## src/hdl/brp_pkg.sv

```systemverilog
// Shared types and constants for the blob report parser.
// Depends on nothing; the front end, queue, back end, top and testbench import it.
package brp_pkg;

  localparam logic [2:0] FMT_FULL   = 3'd1;
  localparam logic [2:0] FMT_BASIC  = 3'd2;
  localparam logic [2:0] FMT_BRIGHT = 3'd3;
  localparam logic [2:0] FMT_BOUNDS = 3'd4;

  localparam int unsigned OBJ_BYTES   = 16;
  localparam int unsigned QUEUE_DEPTH = 2;

  localparam logic [7:0] AREA_HI_MASK = 8'h3f;
  localparam logic [7:0] CENT_HI_MASK = 8'h0f;
  localparam logic [7:0] BOUND_MASK   = 8'h7f;

  // One finished object as gathered by the front end.
  typedef struct packed {
    logic [OBJ_BYTES-1:0][7:0] bytes;
    logic [2:0]                fmt;
    logic [3:0]                index;
    logic                      last;
  } raw_obj_t;

  // Position of the final byte of an object; unknown codes use the full length.
  function automatic logic [3:0] last_byte_pos(input logic [2:0] fmt);
    logic [3:0] pos;
    unique case (fmt)
      FMT_BASIC:  pos = 4'd5;
      FMT_BRIGHT: pos = 4'd8;
      FMT_BOUNDS: pos = 4'd12;
      default:    pos = 4'd15;
    endcase
    return pos;
  endfunction

endpackage

```

## src/hdl/brp_ifs.sv

```systemverilog
// Channel interfaces of the blob report parser: byte input, format
// register write and decoded record output. Depends on nothing.
interface report_byte_if;
  logic       valid;
  logic       ready;
  logic [7:0] report_byte;
  modport source (output valid, output report_byte, input ready);
  modport sink   (input valid, input report_byte, output ready);
endinterface

interface format_cfg_if;
  logic       valid;
  logic       ready;
  logic [2:0] report_format;
  modport source (output valid, output report_format, input ready);
  modport sink   (input valid, input report_format, output ready);
endinterface

interface blob_record_if;
  logic        valid;
  logic        ready;
  logic [13:0] blob_area;
  logic [11:0] centroid_x;
  logic [11:0] centroid_y;
  logic        object_valid;
  logic [15:0] brightness_pair;
  logic [7:0]  range_radius;
  logic [27:0] bounds_packed;
  logic [7:0]  aspect;
  logic [15:0] velocity_pair;
  logic [3:0]  object_index;
  logic        last_object;
  logic [4:0]  valid_total;
  modport source (output valid, output blob_area, output centroid_x, output centroid_y,
                  output object_valid, output brightness_pair, output range_radius,
                  output bounds_packed, output aspect, output velocity_pair,
                  output object_index, output last_object, output valid_total,
                  input ready);
  modport sink   (input valid, input blob_area, input centroid_x, input centroid_y,
                  input object_valid, input brightness_pair, input range_radius,
                  input bounds_packed, input aspect, input velocity_pair,
                  input object_index, input last_object, input valid_total,
                  output ready);
endinterface

```

## src/hdl/brp_front.sv

```systemverilog
// Front end: takes report bytes, holds the format register, gathers each
// object's bytes and hands a finished object to the queue. Uses brp_pkg, brp_ifs.
module brp_front
  import brp_pkg::*;
#(
  parameter int unsigned OBJECTS_PER_REPORT = 16
) (
  input  logic               clk,
  input  logic               rst,
  report_byte_if.sink        byte_in,
  format_cfg_if.sink         cfg,
  output raw_obj_t           push_data,
  output logic               push_valid,
  input  logic               push_ready
);

  localparam logic [3:0] LAST_OBJ = 4'(OBJECTS_PER_REPORT - 1);

  logic [2:0] report_format;
  logic [3:0] byte_position;
  logic [3:0] object_counter;
  logic [7:0] object_bytes [OBJ_BYTES];

  logic end_byte;
  logic take;

  // A format change mid-object may leave the position past the new end.
  assign end_byte     = byte_position >= last_byte_pos(report_format);
  assign byte_in.ready = !end_byte || push_ready;
  assign take         = byte_in.valid && byte_in.ready;
  assign push_valid   = take && end_byte;
  assign cfg.ready    = 1'b1;

  always_comb begin
    for (int i = 0; i < OBJ_BYTES; i++) begin
      push_data.bytes[i] = (4'(i) == byte_position) ? byte_in.report_byte : object_bytes[i];
    end
    push_data.fmt   = report_format;
    push_data.index = object_counter;
    push_data.last  = object_counter == LAST_OBJ;
  end

  always_ff @(posedge clk) begin
    if (rst) begin
      report_format  <= FMT_FULL;
      byte_position  <= '0;
      object_counter <= '0;
    end else begin
      if (cfg.valid) begin
        report_format <= cfg.report_format;
      end
      if (take) begin
        if (end_byte) begin
          byte_position <= '0;
          object_counter <= push_data.last ? 4'd0 : object_counter + 4'd1;
        end else begin
          byte_position <= byte_position + 4'd1;
        end
      end
    end
  end

  always_ff @(posedge clk) begin
    if (take) begin
      object_bytes[byte_position] <= byte_in.report_byte;
    end
  end

endmodule

```

## src/hdl/brp_queue.sv

```systemverilog
// Two-entry queue of gathered objects between the front end and the decoder.
// Uses brp_pkg.
module brp_queue
  import brp_pkg::*;
(
  input  logic     clk,
  input  logic     rst,
  input  raw_obj_t push_data,
  input  logic     push_valid,
  output logic     push_ready,
  output raw_obj_t head,
  output logic     head_valid,
  input  logic     pop
);

  raw_obj_t   mem [QUEUE_DEPTH];
  logic       wr_ptr;
  logic       rd_ptr;
  logic [1:0] count;

  assign push_ready = count != 2'(QUEUE_DEPTH);
  assign head_valid = count != 2'd0;
  assign head       = mem[rd_ptr];

  always_ff @(posedge clk) begin
    if (rst) begin
      wr_ptr <= 1'b0;
      rd_ptr <= 1'b0;
      count  <= '0;
    end else begin
      if (push_valid) begin
        wr_ptr <= !wr_ptr;
      end
      if (pop) begin
        rd_ptr <= !rd_ptr;
      end
      unique case ({push_valid, pop})
        2'b10:   count <= count + 2'd1;
        2'b01:   count <= count - 2'd1;
        default: count <= count;
      endcase
    end
  end

  always_ff @(posedge clk) begin
    if (push_valid) begin
      mem[wr_ptr] <= push_data;
    end
  end

  a_count_bound: assert property (@(posedge clk) disable iff (rst)
    count <= 2'(QUEUE_DEPTH))
    else $error("queue count beyond depth");

  a_no_pop_empty: assert property (@(posedge clk) disable iff (rst)
    pop |-> head_valid)
    else $error("pop from empty queue");

  a_push_counts: assert property (@(posedge clk) disable iff (rst)
    push_valid && !pop |=> count == $past(count) + 2'd1)
    else $error("push not counted");

endmodule

```

## src/hdl/brp_back.sv

```systemverilog
// Back end: decodes the queued object bytes into a record, keeps the
// running valid count and holds the output register. Uses brp_pkg, brp_ifs.
module brp_back
  import brp_pkg::*;
(
  input  logic        clk,
  input  logic        rst,
  input  raw_obj_t    head,
  input  logic        head_valid,
  output logic        pop,
  blob_record_if.source record_out
);

  typedef struct packed {
    logic [13:0] blob_area;
    logic [11:0] centroid_x;
    logic [11:0] centroid_y;
    logic        object_valid;
    logic [15:0] brightness_pair;
    logic [7:0]  range_radius;
    logic [27:0] bounds_packed;
    logic [7:0]  aspect;
    logic [15:0] velocity_pair;
    logic [3:0]  object_index;
    logic        last_object;
    logic [4:0]  valid_total;
  } rec_t;

  rec_t       rec;
  rec_t       rec_next;
  logic       out_valid;
  logic [4:0] valid_counter;

  logic                      has_bright;
  logic                      has_bounds;
  logic [OBJ_BYTES-1:0][7:0] b;
  logic [7:0]                s9, s10, s11, s12, s13, s14, s15;

  assign pop = head_valid && (!out_valid || record_out.ready);

  always_comb begin
    b          = head.bytes;
    has_bright = head.fmt == FMT_FULL || head.fmt == FMT_BRIGHT;
    has_bounds = head.fmt == FMT_FULL || head.fmt == FMT_BOUNDS;
    // The short bounds layout places these fields three bytes earlier.
    if (head.fmt == FMT_BOUNDS) begin
      s9 = b[6];  s10 = b[7];  s11 = b[8];  s12 = b[9];
      s13 = b[10]; s14 = b[11]; s15 = b[12];
    end else begin
      s9 = b[9];  s10 = b[10]; s11 = b[11]; s12 = b[12];
      s13 = b[13]; s14 = b[14]; s15 = b[15];
    end

    rec_next.blob_area  = {b[1][5:0] & AREA_HI_MASK[5:0], b[0]};
    rec_next.centroid_x = {b[3][3:0] & CENT_HI_MASK[3:0], b[2]};
    rec_next.centroid_y = {b[5][3:0] & CENT_HI_MASK[3:0], b[4]};
    rec_next.object_valid = (rec_next.blob_area != '0) || (has_bright && b[7] != '0);
    rec_next.brightness_pair = has_bright ? {b[7], b[6]} : 16'd0;
    rec_next.range_radius    = has_bright ? b[8] : 8'd0;
    rec_next.bounds_packed   = has_bounds ?
        {s12[6:0] & BOUND_MASK[6:0], s11[6:0] & BOUND_MASK[6:0],
         s10[6:0] & BOUND_MASK[6:0], s9[6:0] & BOUND_MASK[6:0]} : 28'd0;
    rec_next.aspect        = has_bounds ? s13 : 8'd0;
    rec_next.velocity_pair = has_bounds ? {s15, s14} : 16'd0;
    rec_next.object_index  = head.index;
    rec_next.last_object   = head.last;
    rec_next.valid_total   = valid_counter + 5'(rec_next.object_valid);
  end

  always_ff @(posedge clk) begin
    if (rst) begin
      out_valid     <= 1'b0;
      valid_counter <= '0;
    end else begin
      if (pop) begin
        out_valid     <= 1'b1;
        valid_counter <= head.last ? 5'd0 : rec_next.valid_total;
      end else if (record_out.ready) begin
        out_valid <= 1'b0;
      end
    end
  end

  always_ff @(posedge clk) begin
    if (pop) begin
      rec <= rec_next;
    end
  end

  assign record_out.valid           = out_valid;
  assign record_out.blob_area       = rec.blob_area;
  assign record_out.centroid_x      = rec.centroid_x;
  assign record_out.centroid_y      = rec.centroid_y;
  assign record_out.object_valid    = rec.object_valid;
  assign record_out.brightness_pair = rec.brightness_pair;
  assign record_out.range_radius    = rec.range_radius;
  assign record_out.bounds_packed   = rec.bounds_packed;
  assign record_out.aspect          = rec.aspect;
  assign record_out.velocity_pair   = rec.velocity_pair;
  assign record_out.object_index    = rec.object_index;
  assign record_out.last_object     = rec.last_object;
  assign record_out.valid_total     = rec.valid_total;

  a_total_bound: assert property (@(posedge clk) disable iff (rst)
    out_valid |-> rec.valid_total <= {1'b0, rec.object_index} + 5'd1)
    else $error("valid count exceeds object count");

  a_valid_counted: assert property (@(posedge clk) disable iff (rst)
    out_valid && rec.object_valid |-> rec.valid_total != 5'd0)
    else $error("valid object not counted");

endmodule

```

## src/hdl/blob_report_parser_top.sv

```systemverilog
// Blob report parser: takes a sensor's object report one byte per word on
// byte_in and returns one decoded record per object on record_out.
// The cfg channel writes report_format (1 full, 2 basic, 3 brightness,
// 4 bounds); it is always ready and should be written while the block is idle.
// Each object is 16, 6, 9 or 13 bytes; on its last byte the front end passes
// the gathered bytes into a two-entry queue and the decoder turns them into a
// record with the object index, a last-object flag and the running count of
// valid objects, which restarts after the last object of a report.
// Throughput is one byte per cycle while byte_in.ready is high; an object
// enters the queue on its final byte, then is decoded into the output register.
// Reset (rst, synchronous) clears the byte and object counters, the valid
// count and the queue, and sets the format to the full layout.
// When record_out stalls, the output register and the queue hold up to three
// records; bytes keep flowing until an object's final byte finds the queue
// full, at which point byte_in.ready drops until the queue frees an entry.
module blob_report_parser_top
  import brp_pkg::*;
#(
  parameter int unsigned OBJECTS_PER_REPORT = 16
) (
  input  logic            clk,
  input  logic            rst,
  report_byte_if.sink     byte_in,
  format_cfg_if.sink      cfg,
  blob_record_if.source   record_out
);

  raw_obj_t push_data;
  logic     push_valid;
  logic     push_ready;
  raw_obj_t head;
  logic     head_valid;
  logic     pop;

  brp_front #(
    .OBJECTS_PER_REPORT(OBJECTS_PER_REPORT)
  ) u_front (
    .clk        (clk),
    .rst        (rst),
    .byte_in    (byte_in),
    .cfg        (cfg),
    .push_data  (push_data),
    .push_valid (push_valid),
    .push_ready (push_ready)
  );

  brp_queue u_queue (
    .clk        (clk),
    .rst        (rst),
    .push_data  (push_data),
    .push_valid (push_valid),
    .push_ready (push_ready),
    .head       (head),
    .head_valid (head_valid),
    .pop        (pop)
  );

  brp_back u_back (
    .clk        (clk),
    .rst        (rst),
    .head       (head),
    .head_valid (head_valid),
    .pop        (pop),
    .record_out (record_out)
  );

endmodule

```

## src/flat_wrapper.sv

```systemverilog
// flat-port wrapper written by rule: the top's interface ports become plain ports
module blob_report_parser_top_flat import brp_pkg::*;
#(
  parameter int unsigned OBJECTS_PER_REPORT = 16
)
  (clk, rst, byte_in_valid, byte_in_report_byte, byte_in_ready, cfg_valid, cfg_report_format, cfg_ready, record_out_valid, record_out_blob_area, record_out_centroid_x, record_out_centroid_y, record_out_object_valid, record_out_brightness_pair, record_out_range_radius, record_out_bounds_packed, record_out_aspect, record_out_velocity_pair, record_out_object_index, record_out_last_object, record_out_valid_total, record_out_ready);
  report_byte_if byte_in_i ();
  format_cfg_if cfg_i ();
  blob_record_if record_out_i ();
  input  logic clk;
  input  logic rst;
  input wire logic [$bits(byte_in_i.valid)-1:0] byte_in_valid;
  input wire logic [$bits(byte_in_i.report_byte)-1:0] byte_in_report_byte;
  output wire logic [$bits(byte_in_i.ready)-1:0] byte_in_ready;
  input wire logic [$bits(cfg_i.valid)-1:0] cfg_valid;
  input wire logic [$bits(cfg_i.report_format)-1:0] cfg_report_format;
  output wire logic [$bits(cfg_i.ready)-1:0] cfg_ready;
  output wire logic [$bits(record_out_i.valid)-1:0] record_out_valid;
  output wire logic [$bits(record_out_i.blob_area)-1:0] record_out_blob_area;
  output wire logic [$bits(record_out_i.centroid_x)-1:0] record_out_centroid_x;
  output wire logic [$bits(record_out_i.centroid_y)-1:0] record_out_centroid_y;
  output wire logic [$bits(record_out_i.object_valid)-1:0] record_out_object_valid;
  output wire logic [$bits(record_out_i.brightness_pair)-1:0] record_out_brightness_pair;
  output wire logic [$bits(record_out_i.range_radius)-1:0] record_out_range_radius;
  output wire logic [$bits(record_out_i.bounds_packed)-1:0] record_out_bounds_packed;
  output wire logic [$bits(record_out_i.aspect)-1:0] record_out_aspect;
  output wire logic [$bits(record_out_i.velocity_pair)-1:0] record_out_velocity_pair;
  output wire logic [$bits(record_out_i.object_index)-1:0] record_out_object_index;
  output wire logic [$bits(record_out_i.last_object)-1:0] record_out_last_object;
  output wire logic [$bits(record_out_i.valid_total)-1:0] record_out_valid_total;
  input wire logic [$bits(record_out_i.ready)-1:0] record_out_ready;
  assign byte_in_i.valid = byte_in_valid;
  assign byte_in_i.report_byte = byte_in_report_byte;
  assign byte_in_ready = byte_in_i.ready;
  assign cfg_i.valid = cfg_valid;
  assign cfg_i.report_format = cfg_report_format;
  assign cfg_ready = cfg_i.ready;
  assign record_out_valid = record_out_i.valid;
  assign record_out_blob_area = record_out_i.blob_area;
  assign record_out_centroid_x = record_out_i.centroid_x;
  assign record_out_centroid_y = record_out_i.centroid_y;
  assign record_out_object_valid = record_out_i.object_valid;
  assign record_out_brightness_pair = record_out_i.brightness_pair;
  assign record_out_range_radius = record_out_i.range_radius;
  assign record_out_bounds_packed = record_out_i.bounds_packed;
  assign record_out_aspect = record_out_i.aspect;
  assign record_out_velocity_pair = record_out_i.velocity_pair;
  assign record_out_object_index = record_out_i.object_index;
  assign record_out_last_object = record_out_i.last_object;
  assign record_out_valid_total = record_out_i.valid_total;
  assign record_out_i.ready = record_out_ready;
  blob_report_parser_top #(.OBJECTS_PER_REPORT(OBJECTS_PER_REPORT)) u_core (.clk(clk), .rst(rst), .byte_in(byte_in_i), .cfg(cfg_i), .record_out(record_out_i));
endmodule
```

## config.mk

```make
export PLATFORM = sky130hd
export DESIGN_NAME = blob_report_parser_top_flat
export DESIGN_NICKNAME = d
export VERILOG_FILES = /design/src/hdl/brp_pkg.sv /design/src/hdl/brp_ifs.sv /design/src/hdl/brp_front.sv /design/src/hdl/brp_queue.sv /design/src/hdl/brp_back.sv /design/src/hdl/blob_report_parser_top.sv /design/src/flat_wrapper.sv
export SDC_FILE = /design/constraint.sdc
export NUM_CORES = 1
export LEC_CHECK = 0
export ABC_AREA = 1
export CAP_MARGIN = 20
export CORE_UTILIZATION = 55
export CTS_CLUSTER_DIAMETER = 80
export DETAILED_ROUTE_END_ITERATION = 8
export DONT_BUFFER_PORTS = 1
export PLACE_DENSITY = 0.67
export RECOVER_POWER = 50
export SLEW_MARGIN = 15
export SYNTH_ARGS = -nofsm -noshare
export SYNTH_HDL_FRONTEND = slang
export SYNTH_SLANG_ARGS = --single-unit
```

## constraint.sdc

```tcl
create_clock -name clk -period 10.5 [get_ports clk]
set_clock_uncertainty 0.2 [all_clocks]
set_input_delay 2.1 -clock clk [delete_from_list [all_inputs] [get_ports clk]]
set_output_delay 2.1 -clock clk [all_outputs]
set_load 0.005 [all_outputs]
```

==> flow_summary.json <==
{
  "status": "finished with violations",
  "failed_checks": "max-capacitance violations, max-slew violations",
  "hp-class": "reg -> reg",
  "cts_resized": 0,
  "relSlewSlack_pct": -121.7,
  "slowest_stage": "clkbuf_1",
  "top_layer": "met4",
  "root_buffer": "clkbuf_16",
  "clock_path_buffers": 3,
  "worstPathArrival_ps": 6960,
  "slowest_delay_ps": 2400,
  "detail_route.iter0.violations": 1077,
  "critical_path_required_ps": 10800,
  "synth-simple-area-share_pct": 11.64,
  "hold_viol_final": 0,
  "die_y_um": 190.7,
  "layout.cells.non_filler": 1976,
  "grt_pass1_vias": 10560,
  "vias": 11000,
  "leakage_nw": 7.772,
  "numCtsBuffers": 51,
  "met3_length_mm": 3.497,
  "yosys_warnings": 0,
  "p_per_area_nw_per_um2": 236.0,
  "port-buffer-count": 0,
  "power_mw": 5.095,
  "setup_slack_ps": 3836,
  "ys_seq_area_share_pct": 77.73,
  "post-place-cells": 1883,
  "ios": 144,
  "dr.pass1.iters": 6,
  "grt.overflow.total": 0,
  "drc": 0,
  "drt_wl_total_mm": 42.10,
  "synth_seq_cells": 514,
  "synthMuxAreaShare_pct": 1.330,
  "async_flop_share_pct": 0,
  "rsz0062_at_grt": "false",
  "multi_input_area_um2": 3869,
  "finalSetupViolCount": 0,
  "grt_usage_pct": 23.76,
  "synth_compound_area_share_pct": 5.632,
  "seq_area_um2": 15210,
  "antenna_found_initial": 2,
  "vias_per_cell": 5.567,
  "syn_avg_cell_area_um2": 13.23,
  "rows": 68,
  "clk_latency_ps": 570,
  "synth_cells": 1480,
  "syn-num-nets": 1508,
  "die_w_um": 190.7,
  "ys.flop_type": "edfxtp_1",
  "maxSlewViolCount": 64,
  "fin_nets": 1509,
  "synth-edff-count": 492,
  "finalSetupTns_ps": 0,
  "worst_setup_path_end_kind": "register",
  "fin_util_pct": 62.03,
  "htree_levels": 2,
  "synth_top_family_by_area": "simple AND/OR/NAND/NOR gates",
  "die_area_um2": 36350,
  "place_congestion": 0.7675,
  "initial_utilization_pct": 56.25,
  "nFillCells": 2573,
  "crit_chain": "inv_1, clkbuf_1, o21ai_0, nand4_1, o21ai_0, nand2_1, ha_1, ha_1, nand3_1, xnor2_1, nand2_1, a21oi_1",
  "grt_max_degree": 74,
  "finalInstanceArea_um2": 21580,
  "path_class": "reg -> reg",
  "synthXorXnorAreaFrac_pct": 0.3132,
  "dpl_cell_area_um2": 19940,
  "startpoint_type": "register",
  "core_area_um2": 34800,
  "vdd_drop_max_uv": 126.2,
  "cts.clk_slew.worst_paths_ps": 60,
  "syn-cell-area_um2": 19570,
  "ctsHoldBuffers": 0,
  "drv_cap": 1,
  "clock.fmax_mhz": 150.1,
  "dp_hpwl_mm": 24.86,
  "tightest_slew_ps": 3326,
  "critical_path_peak_fanout": 63,
  "drive_gt1_share_pct": 5.921,
  "grt_pass1_wl_mm": 63.65,
  "clkSinkCount": 514,
  "synth_cell_types": 30,
  "area_growth_pct": 10.27,
  "postCtsSetupRepairBufs": 0,
  "place_ws_ps": 5592,
  "cts_tree": "built",
  "holdWs_ps": 256.2,
  "fin_crit_ps": 6664,
  "wl_met2_mm": 19.52,
  "synthAdderAreaFrac_pct": 0.7671,
  "ant_nets": 0,
  "wl_per_cell_um": 21.31,
  "fin_crit_sh_pct": 63.47,
  "wl_met1_mm": 17.99
}
placed cells by master (no fill, tap or decap), types with 2 or more instances in the layout:
| master | synthesis | layout |
|---|---|---|
| bufinv_16 | 0 | 6 |
| o21ai_0 | 170 | 172 |
| nand2_1 | 499 | 500 |
| clkbuf_16 | 0 | 53 |
| xnor2_1 | 2 | 2 |
| clkbuf_1 | 30 | 11 |
| nand3_1 | 9 | 9 |
| clkinv_2 | 0 | 6 |
| nor3_1 | 2 | 2 |
| nor2_1 | 66 | 64 |
| a22oi_1 | 2 | 2 |
| clkinvlp_4 | 0 | 3 |
| a21o_1 | 4 | 4 |
| buf_4 | 9 | 9 |
| mux2i_1 | 26 | 26 |
| a21oi_1 | 35 | 35 |
| edfxtp_1 | 492 | 492 |
| xor2_1 | 5 | 5 |
| inv_1 | 48 | 49 |
| dfxtp_1 | 22 | 22 |
| ha_1 | 12 | 12 |
| nand4_1 | 7 | 7 |
| nor2_4 | 0 | 2 |
| or2_2 | 4 | 4 |
| clkinv_1 | 0 | 13 |
critical path: cells and delay by family (launching register included):
family	cells	cell delay, ps
buf+inv	2	3460
flops	1	730
simple gates	4	730
fa+ha+maj	2	420
compound gates	3	780
xor+xnor	1	190
layer usage:
layer,up-vias,track usage (%)
li1,5175,-
met1,5301,33.83
met2,444,36.78
met4,0,7.908
met5,-,0
met3,81,4.914
cell usage after synthesis (5+ instances only):
cell / n / area [um2]
a21oi_1: 35 / 175.2
buf_2: 20 / 100.1
buf_4: 9 / 67.56
clkbuf_1: 30 / 112.6
dfxtp_1: 22 / 440.4
edfxtp_1: 492 / 14770
ha_1: 12 / 150.1
inv_1: 48 / 180.2
mux2i_1: 26 / 260.3
nand2_1: 499 / 1873
nand3_1: 9 / 45.04
nand4_1: 7 / 43.79
nor2_1: 66 / 247.7
o21ai_0: 170 / 850.8
xor2_1: 5 / 43.79
state kept, by name, summed over array words and instances (netlist names), 2 cells and up, named ones only:
signal / flops
u_core.u_queue.mem: 250
u_core.u_front.object_bytes: 117
u_core.u_back.record_out.bounds_packed: 28
u_core.u_back.record_out.brightness_pair: 16
u_core.u_back.record_out.velocity_pair: 16
u_core.u_back.record_out.blob_area: 14
u_core.u_back.record_out.centroid_x: 12
u_core.u_back.record_out.centroid_y: 12
u_core.u_back.record_out.aspect: 8
u_core.u_back.record_out.range_radius: 8
u_core.u_back.record_out.valid_total: 5
u_core.u_back.valid_counter: 5
u_core.u_back.record_out.object_index: 4
u_core.u_front.byte_position: 4
u_core.u_front.object_counter: 4
u_core.u_front.report_format: 3
u_core.u_queue.count: 2
final cells by class:
cell class	instances	area share (%)
clock inverters	30	1.397
clock buffers	62	6.301
repair buffers	11	0.3478
multi-input cells	852	17.92
diodes	1	0.01159
inverters	51	0.8927
flip-flops and latches	514	70.49
well taps	455	2.638
where the power goes:
group / switching [mW] / internal [mW]
logic: 0.527 / 0.155
clock network: 0.736 / 1.07
registers: 0.103 / 2.51
cell families after synthesis:
family | after synthesis
and+or+nand+nor | 590
DFF | 514
AOI/OAI and AO/OA | 216
buffers and inverters | 114
muxes | 26
adders and majority gates | 12
xor gates and xnor gates | 7
other | 1
final timing paths:
kind	start	endpoint	slack, ps	cells after the start
worst max-delay path	register	u_core.u_back.valid_counter[4]	3840	12
worst min-delay path	u_core.u_front.object_counter[3]	u_core.u_queue.mem[0][4]	260	0
worst max register to register	register	u_core.u_back.valid_counter[4]	3840	12
worst min register to register	u_core.u_front.object_counter[3]	u_core.u_queue.mem[0][4]	260	0
Note: power is estimated with default switching activity, not from simulation.
